File: config.mk
export PLATFORM = sky130hd
export DESIGN_NAME = crc15_command_frame_engine
export DESIGN_NICKNAME = d
export VERILOG_FILES = /design/src/rtl/c15cfe_pkg.sv /design/src/rtl/crc15_command_frame_engine.sv /design/src/rtl/c15cfe_framer.sv
export SDC_FILE = /design/constraint.sdc
export NUM_CORES = 1
export LEC_CHECK = 0
export ABC_AREA = 1
export BUFFER_PORTS_ARGS = -buffer_cell sky130_fd_sc_hd__buf_4
export CAP_MARGIN = 20
export CELL_PAD_IN_SITES_DETAIL_PLACEMENT = 1
export CELL_PAD_IN_SITES_GLOBAL_PLACEMENT = 1
export CORE_AREA = 2 2 127 141
export DETAILED_ROUTE_END_ITERATION = 7
export DIE_AREA = 0 0 129 143
export GPL_ROUTABILITY_DRIVEN = 0
export PLACE_DENSITY = 0.79
export SLEW_MARGIN = 20
export SYNTH_ARGS = -nofsm -noshare
export SYNTH_HDL_FRONTEND = slang
export SYNTH_SLANG_ARGS = --single-unit
File: constraint.sdc
create_clock -name clk -period 2.9 [get_ports clk]
set_input_delay 0.29 -clock clk [delete_from_list [all_inputs] [get_ports clk]]
set_output_delay 0.29 -clock clk [all_outputs]
set_load 0.01 [all_outputs]
File: src/rtl/c15cfe_pkg.sv
// shared types, constants and crc helpers for the crc-15 command frame engine
// used by c15cfe_framer and crc15_command_frame_engine; no dependencies
package c15cfe_pkg;

  localparam logic [15:0] CRC_POLY     = 16'h4599;
  localparam logic [15:0] CRC_SEED     = 16'd16;
  localparam logic [4:0]  MAX_DATA     = 5'd26;
  localparam logic [7:0]  MISMATCH_MAX = 8'd255;
  localparam logic [7:0]  HDR_MARK     = 8'h80;

  typedef enum logic [1:0] {
    REQ_HEADER  = 2'd0,
    REQ_TX_DATA = 2'd1,
    REQ_RX_DATA = 2'd2,
    REQ_RX_CRC  = 2'd3
  } req_t;

  typedef enum logic {
    KIND_TX     = 1'b0,
    KIND_STATUS = 1'b1
  } kind_t;

  typedef struct packed {
    req_t        req_type;
    logic [3:0]  device_address;
    logic [10:0] command_code;
    logic [7:0]  data_byte;
    logic        last_byte;
    logic [15:0] rx_crc;
  } item_t;

  typedef struct packed {
    logic [15:0] crc_rem;
    logic [4:0]  byte_count;
    logic        link_ok;
    logic [7:0]  mismatch_count;
    logic        overflow_flag;
  } state_t;

  // up to four result words per item, slot 0 goes out first
  typedef struct packed {
    logic [2:0]      count;
    kind_t           kind;
    logic [3:0][7:0] bytes;
  } res_t;

  // one byte into the crc-15 remainder
  function automatic logic [15:0] crc_byte(input logic [15:0] rem, input logic [7:0] b);
    logic [15:0] t;
    logic        top;
    t = {1'b0, rem[14:7] ^ b, 7'b0};
    for (int k = 0; k < 8; k++) begin
      top = t[14];
      t   = {t[14:0], 1'b0};
      if (top) begin
        t = t ^ CRC_POLY;
      end
    end
    return {rem[7:0], 8'h00} ^ t;
  endfunction

  // word on the wire is the remainder shifted up one bit
  function automatic logic [15:0] crc_word(input logic [15:0] rem);
    return {rem[14:0], 1'b0};
  endfunction

endpackage

File: src/rtl/crc15_command_frame_engine.sv
// top level of the crc-15 command frame engine: input register, framer, result buffer
// depends on c15cfe_pkg and c15cfe_framer
//
//  channel | dir | words                | fields (tuser / tlast / tdata)
//  in_     | in  | one request per word | req_type / last_byte / address,cmd,data,rx_crc
//  out_    | out | one byte or status   | kind / end_of_run / tx_byte,crc_ok,errors,ovf
//
// a request word is taken every cycle while the result buffer drains in time;
// each request passes the input register before its results load the result buffer
// a header gives four result words, a last data byte two or three,
// all other requests give one or no result word, so the output port sets the rate
// reset (rst_n low at a clock edge) seeds the crc and clears counters and flags
// a stall on out_tready holds the buffer and backs up into in_tready
module crc15_command_frame_engine (
  input  logic        clk,
  input  logic        rst_n,
  input  logic        in_tvalid,
  output logic        in_tready,
  input  logic [39:0] in_tdata,  // device_address[3:0], command_code[14:4], data_byte[22:15],
                                 // rx_crc[38:23], zero pad[39]
  input  logic [1:0]  in_tuser,  // req_type[1:0]
  input  logic        in_tlast,  // last_byte
  output logic        out_tvalid,
  input  logic        out_tready,
  output logic [23:0] out_tdata, // tx_byte[7:0], crc_ok[8], error_total[16:9],
                                 // overflow[17], zero pad[23:18]
  output logic        out_tuser, // kind
  output logic        out_tlast  // end_of_run
);

  // input register
  logic               s1_valid_r;
  c15cfe_pkg::item_t  s1_item_r;

  // frame and check state
  c15cfe_pkg::state_t st_r;
  c15cfe_pkg::state_t st_nxt;
  c15cfe_pkg::res_t   res;

  // result buffer, slot 0 is the head word
  logic [2:0]         buf_cnt_r;
  logic [3:0][7:0]    buf_bytes_r;
  c15cfe_pkg::kind_t  buf_kind_r;
  logic               buf_link_r;
  logic [7:0]         buf_err_r;
  logic               buf_ovf_r;

  logic out_fire;
  logic load_ok;
  logic proceed;

  assign out_fire  = out_tvalid && out_tready;
  // buffer free for a new item once it is empty or its last word leaves now
  assign load_ok   = (buf_cnt_r == 3'd0) || (buf_cnt_r == 3'd1 && out_tready);
  assign proceed   = s1_valid_r && load_ok;
  assign in_tready = !s1_valid_r || proceed;

  c15cfe_framer u_framer (
    .item (s1_item_r),
    .cur  (st_r),
    .nxt  (st_nxt),
    .res  (res)
  );

  always_ff @(posedge clk) begin
    if (!rst_n) begin
      s1_valid_r <= 1'b0;
    end else if (in_tready) begin
      s1_valid_r <= in_tvalid;
    end
  end

  always_ff @(posedge clk) begin
    if (in_tvalid && in_tready) begin
      s1_item_r.req_type       <= c15cfe_pkg::req_t'(in_tuser);
      s1_item_r.device_address <= in_tdata[3:0];
      s1_item_r.command_code   <= in_tdata[14:4];
      s1_item_r.data_byte      <= in_tdata[22:15];
      s1_item_r.last_byte      <= in_tlast;
      s1_item_r.rx_crc         <= in_tdata[38:23];
    end
  end

  always_ff @(posedge clk) begin
    if (!rst_n) begin
      st_r.crc_rem        <= c15cfe_pkg::CRC_SEED;
      st_r.byte_count     <= 5'd0;
      st_r.link_ok        <= 1'b0;
      st_r.mismatch_count <= 8'd0;
      st_r.overflow_flag  <= 1'b0;
    end else if (proceed) begin
      st_r <= st_nxt;
    end
  end

  always_ff @(posedge clk) begin
    if (!rst_n) begin
      buf_cnt_r <= 3'd0;
    end else if (proceed) begin
      buf_cnt_r <= res.count;
    end else if (out_fire) begin
      buf_cnt_r <= buf_cnt_r - 3'd1;
    end
  end

  // payload: status fields carry the state after the item
  always_ff @(posedge clk) begin
    if (proceed) begin
      buf_bytes_r <= res.bytes;
      buf_kind_r  <= res.kind;
      buf_link_r  <= st_nxt.link_ok;
      buf_err_r   <= st_nxt.mismatch_count;
      buf_ovf_r   <= st_nxt.overflow_flag;
    end else if (out_fire) begin
      buf_bytes_r <= {8'h00, buf_bytes_r[3:1]};
    end
  end

  assign out_tvalid = buf_cnt_r != 3'd0;
  assign out_tuser  = buf_kind_r;
  assign out_tlast  = buf_cnt_r == 3'd1;
  assign out_tdata  = {6'b000000, buf_ovf_r, buf_err_r, buf_link_r, buf_bytes_r[0]};

  // buffer never holds more than a header's four words
  a_buf_depth: assert property (@(posedge clk) disable iff (!rst_n)
    buf_cnt_r <= 3'd4)
    else $error("result buffer count out of range");

  // received or sent bytes never run past the frame limit
  a_byte_limit: assert property (@(posedge clk) disable iff (!rst_n)
    st_r.byte_count <= c15cfe_pkg::MAX_DATA)
    else $error("byte count beyond frame limit");

  // link ok only ever comes with a cleared mismatch counter
  a_link_err: assert property (@(posedge clk) disable iff (!rst_n)
    st_r.link_ok |-> st_r.mismatch_count == 8'd0)
    else $error("link ok with nonzero mismatch count");

  // a status word is a single-word run with no byte
  a_status_word: assert property (@(posedge clk) disable iff (!rst_n)
    (out_tvalid && out_tuser == c15cfe_pkg::KIND_STATUS) |-> (out_tlast && out_tdata[7:0] == 8'h00))
    else $error("malformed status word");

  // a stalled result word keeps its place in the run
  a_stall_hold: assert property (@(posedge clk) disable iff (!rst_n)
    (out_tvalid && !out_tready) |=> $stable(buf_cnt_r))
    else $error("result buffer moved under stall");

endmodule

File: src/rtl/c15cfe_framer.sv
// next-state and result words for one registered request
// depends on c15cfe_pkg (types, crc helpers)
module c15cfe_framer (
  input  c15cfe_pkg::item_t  item,
  input  c15cfe_pkg::state_t cur,
  output c15cfe_pkg::state_t nxt,
  output c15cfe_pkg::res_t   res
);

  logic        room;
  logic [7:0]  hdr_b0;
  logic [7:0]  hdr_b1;
  logic [15:0] hdr_word;
  logic [15:0] data_rem;
  logic [4:0]  data_cnt;
  logic [15:0] data_word;
  logic [15:0] chk_word;

  assign room     = cur.byte_count < c15cfe_pkg::MAX_DATA;
  assign hdr_b0   = c15cfe_pkg::HDR_MARK | {1'b0, item.device_address, item.command_code[10:8]};
  assign hdr_b1   = item.command_code[7:0];
  assign hdr_word = c15cfe_pkg::crc_word(c15cfe_pkg::crc_byte(
                      c15cfe_pkg::crc_byte(c15cfe_pkg::CRC_SEED, hdr_b0), hdr_b1));

  // data byte folded in only while there is room
  assign data_rem  = room ? c15cfe_pkg::crc_byte(cur.crc_rem, item.data_byte) : cur.crc_rem;
  assign data_cnt  = room ? cur.byte_count + 5'd1 : cur.byte_count;
  assign data_word = c15cfe_pkg::crc_word(data_rem);
  assign chk_word  = c15cfe_pkg::crc_word(cur.crc_rem);

  always_comb begin
    nxt       = cur;
    res.count = 3'd0;
    res.kind  = c15cfe_pkg::KIND_TX;
    res.bytes = '0;
    case (item.req_type)
      c15cfe_pkg::REQ_HEADER: begin
        nxt.crc_rem       = c15cfe_pkg::CRC_SEED;
        nxt.byte_count    = 5'd0;
        nxt.overflow_flag = 1'b0;
        res.count         = 3'd4;
        res.bytes         = {hdr_word[7:0], hdr_word[15:8], hdr_b1, hdr_b0};
      end
      c15cfe_pkg::REQ_TX_DATA: begin
        nxt.crc_rem    = data_rem;
        nxt.byte_count = data_cnt;
        if (!room) begin
          nxt.overflow_flag = 1'b1;
        end
        if (item.last_byte && data_cnt != 5'd0) begin
          nxt.crc_rem    = c15cfe_pkg::CRC_SEED;
          nxt.byte_count = 5'd0;
          if (room) begin
            res.count = 3'd3;
            res.bytes = {8'h00, data_word[7:0], data_word[15:8], item.data_byte};
          end else begin
            res.count = 3'd2;
            res.bytes = {16'h0000, data_word[7:0], data_word[15:8]};
          end
        end else if (room) begin
          res.count = 3'd1;
          res.bytes = {24'h000000, item.data_byte};
        end
      end
      c15cfe_pkg::REQ_RX_DATA: begin
        nxt.crc_rem    = data_rem;
        nxt.byte_count = data_cnt;
        if (!room) begin
          nxt.overflow_flag = 1'b1;
        end
      end
      c15cfe_pkg::REQ_RX_CRC: begin
        if (cur.byte_count != 5'd0) begin
          if (item.rx_crc == chk_word) begin
            nxt.link_ok        = 1'b1;
            nxt.mismatch_count = 8'd0;
          end else begin
            nxt.link_ok = 1'b0;
            if (cur.mismatch_count != c15cfe_pkg::MISMATCH_MAX) begin
              nxt.mismatch_count = cur.mismatch_count + 8'd1;
            end
          end
          nxt.crc_rem    = c15cfe_pkg::CRC_SEED;
          nxt.byte_count = 5'd0;
          res.count      = 3'd1;
          res.kind       = c15cfe_pkg::KIND_STATUS;
        end
      end
      default: begin
        nxt = cur;
      end
    endcase
  end

endmodule

==> impl_summary.log <==
INFO  metric core_area = 16950 sq um
INFO  metric final_layout_size_suffix_gt1_share = 33.37%
INFO  metric place_inst = 1126
INFO  metric synth_enable_flop_cells = 84
INFO  metric worst_r2r_endpoint = buf_bytes_r[23]
INFO  metric worst_hold_path_cells = 1
INFO  metric most-common-layout-cells = nand2_1 (166), buf_4 (161), edfxtp_1 (84)
INFO  metric outcome = complete, but fails checks
INFO  metric drt_drc_violations_left = 0
INFO  metric max_cap_violations = 0
INFO  metric wire_per_inst = 20.53 um
INFO  metric post_cts_hold_buffer_count = 0
INFO  metric via_count = 6507
INFO  metric setup_skew_after_layout = 0.01294 ns
INFO  metric crit_path_from = s1_item_r[37]
INFO  metric max_slew_margin = 42.89%
INFO  metric critical_path_peak_fanout = 5
INFO  metric min_path_type = in -> reg
INFO  metric num-fill-cells = 1936
INFO  metric powerDensity = 1174 nW/um^2
INFO  metric die_h = 143 um
INFO  metric worst_slack = -0.3121 ns
INFO  metric postRouteWirelength = 24490 um
INFO  metric finalSetupViolations = 13
INFO  metric cp_data_arrival_time = 3.39 ns
INFO  metric peakVddDrop = 0.5706 mV
INFO  metric startpoint_type = flop
INFO  metric ios = 75
INFO  metric first_global_vias = 6468
INFO  metric post-route-period-util = 110.8%
INFO  metric layoutNonFillerInstCount = 1193
INFO  metric worstSetupPathType = reg -> reg
INFO  metric gr-total-overflow = 0
INFO  metric actual_slew_at_the_worst_max_slew_pin = 0.8514 ns
INFO  metric synthesis.area_per_instance = 8.638 sq um
INFO  metric clkLatencyLatePin = 0.43 ns
INFO  metric timing_max_transition_violations_final = 0
INFO  metric grt_setup_unrepaired = yes
INFO  metric yosysSeqAreaShare = 46.47%
INFO  metric hold_viol = 0
INFO  metric fin_nets = 1003
INFO  metric post-route-util = 55.79%
INFO  metric max_freq = 311.3 MHz
INFO  metric endpoint_kind = flop
INFO  metric worst_path_max_delay_cell = edfxtp_1
INFO  metric grt_start_max_net_pins = 43
INFO  metric yosysWarnings = 0
INFO  metric cts-root-to-sink-buffers = 2
INFO  metric yosys_most_used_dff = edfxtp_1
INFO  metric cts_root_buffer = clkbuf_16
INFO  metric antenna_cells_inserted = 0
INFO  metric synth_area = 6893 sq um
INFO  metric all_layer_gr_usage = 23.98%
INFO  metric syn_inst = 798
INFO  metric ctsHtreeMaxLevel = 4
INFO  metric finalSetupTns = -2.167 ns
INFO  metric detailedRoute.firstIterationViolations = 548
INFO  metric placementRows = 50
INFO  metric r2r-start = s1_item_r[37]
INFO  metric power.total = 11100 uW
INFO  metric rrSetupSlack = -0.31 ns
INFO  metric finalHoldWorstSlack = 0.03100 ns
INFO  metric async_reset_ff_share = 0%
INFO  metric tritoncts = done
INFO  metric final_period_minus_worst_setup_slack = 3.212 ns
INFO  metric failed_checks = negative setup slack
INFO  metric yosysUniqueCellTypes = 53
INFO  metric holdCritStartpoint = in_tdata[17]
INFO  metric dieArea = 18450 sq um
INFO  metric first_pass_iteration_count_of_the_detailed_router = 5
INFO  metric layout-area-overhead-vs-synth = 37.23%
INFO  metric grt_first_pass_wirelength = 33730 um
INFO  metric critical-path-top-cell-by-count = nand2_1
INFO  metric cts_buffers = 17
INFO  metric worst_r2r_path_depth = 24
INFO  metric cell_breakdown_of_the_critical_path = inv_2 > nand2_1 > nand2_2 > nand2_4 > nand2_4 > nand2_4 > nand2_2 > inv_2 > or2_1 > nand2_2 > buf_6 > nand3_4 > nand3_4 > nand3_1 > nand2_2 > nand2_1 > nand3_2 > nand3_4 > nand2_4 > nand2_1 > nand3_1 > nand2_1 > nand2_1 > nand2_1
INFO  metric synth-seq-cells = 118
INFO  metric slowest_delay = 0.52 ns
INFO  metric post-dp-hpwl = 14550 um
INFO  metric antenna_found_initial = 0
INFO  metric port_bufs = 67
INFO  metric hold_path_end = s1_item_r[19]
INFO  metric numClockSinks = 118
INFO  metric remaining_antenna_violation_count = 0
INFO  metric starting_density_of_the_core = 40.66%
INFO  metric final_common_cell = nand2_1
INFO  metric timing.critical_path.required = 3.08 ns
INFO  metric chipWidth = 129 um
INFO  metric cellLeakagePower = 0.004043 uW
INFO  metric viasPerCell = 5.454
INFO  metric clk_transition_reported_paths = 0.06 ns
[layout make-up]
type                            instances  area (sq um)  area share (%)
Inverter                               92         350.3           3.704
Tap cell                              234         292.8           3.095
Clock buffer                           18         439.2           4.643
Multi-Input combinational cell        553          3760           39.75
Clock inverter                         14         171.4           1.812
Sequential cell                       118          3203           33.86
Timing Repair Buffer                  164          1242           13.13
[layer usage]
layer | global-route usage, % | vias up | part of all wire, % | wire length (um)
li1 | - | 2930 | - | -
met1 | 29.45 | 3211 | 39 | 9505
met2 | 41.80 | 289 | 51 | 12530
met3 | 3.972 | 77 | 5.6 | 1380
met4 | 9.725 | 0 | 4.4 | 1076
met5 | 0 | - | 0 | 0
[power breakdown]
part | switching (uW) | internal [uW] | leakage, uW
logic | 3720 | 2580 | 0.00266
clock network | 845 | 1380 | 0.000295
registers | 209 | 2380 | 0.00109
total | 4770 | 6330 | 0.00404
[cells by family after synthesis]
group | count (synthesis) | synth area share, %
buffers and inverters | 132 | 8.132
other | 1 | 0.05440
XOR/XNOR | 72 | 10.35
adder cells (fa/ha/maj) | 10 | 1.815
multiplexers | 1 | 0.1634
flip-flops | 118 | 46.47
AO/OA/AOI/OAI | 118 | 10.27
AND/OR/NAND/NOR | 346 | 22.74
[critical path, delay by kind of cell (launching register included)]
kind          cells  cell delay, ns
buf+inv           3            0.32
flops             1            0.52
simple gates     21            2.11
[worst max-delay path by stage]
stage	end
2_1_floorplan	buf_bytes_r[19]
3_3_place_gp	buf_bytes_r[19]
3_5_place_dp	buf_bytes_r[19]
4_1_cts	buf_bytes_r[19]
5_1_grt	buf_bytes_r[23]
6_report	buf_bytes_r[23]
[synthesized netlist by cell type (5+ instances only)]
cell type | instances | area (sq um)
a211oi_1 | 7 | 52.55
a21oi_1 | 37 | 185.2
buf_4 | 16 | 120.1
clkbuf_1 | 18 | 67.56
dfxtp_1 | 34 | 680.7
edfxtp_1 | 84 | 2522
ha_1 | 10 | 125.1
inv_1 | 85 | 319.1
nand2_1 | 187 | 701.9
nand2_2 | 17 | 106.4
nand2_4 | 7 | 78.83
nand3_1 | 63 | 315.3
nand3_2 | 6 | 60.06
nor2_1 | 41 | 153.9
nor3_1 | 6 | 30.03
o211ai_1 | 5 | 37.54
o21ai_0 | 37 | 185.2
o22ai_1 | 5 | 31.28
xnor2_1 | 28 | 245.2
xor2_1 | 36 | 315.3
xor2_2 | 5 | 81.33
[stage by stage]
step           worst slack, ns  area (sq um)
2_1_floorplan           0.1474          6912
3_3_place_gp          -0.06465          7958
3_5_place_dp           -0.2542          7958
4_1_cts               -0.02611          9065
5_1_grt                -0.4489          9459
6_report               -0.3121          9459
[repair_timing]
| action | in CTS | in global routing |
|---|---|---|
| pin swaps | 28 | 32 |
| hold endpoints to repair | 0 | 0 |
| setup endpoints to repair | 10 | 23 |
| setup buffers | 14 | 21 |
| resized for setup | 76 | 53 |
[registers in the layout, indices dropped and copies added (netlist names)]
name	count
buf_cnt_r	3
st_r	30
buf_bytes_r	23
out_tdata	8
buf_ovf_r	1
s1_valid_r	1
buf_link_r	1
buf_err_r	8
out_tuser	1
s1_item_r	42
No activity file was read; power rests on OpenSTA's default activity.
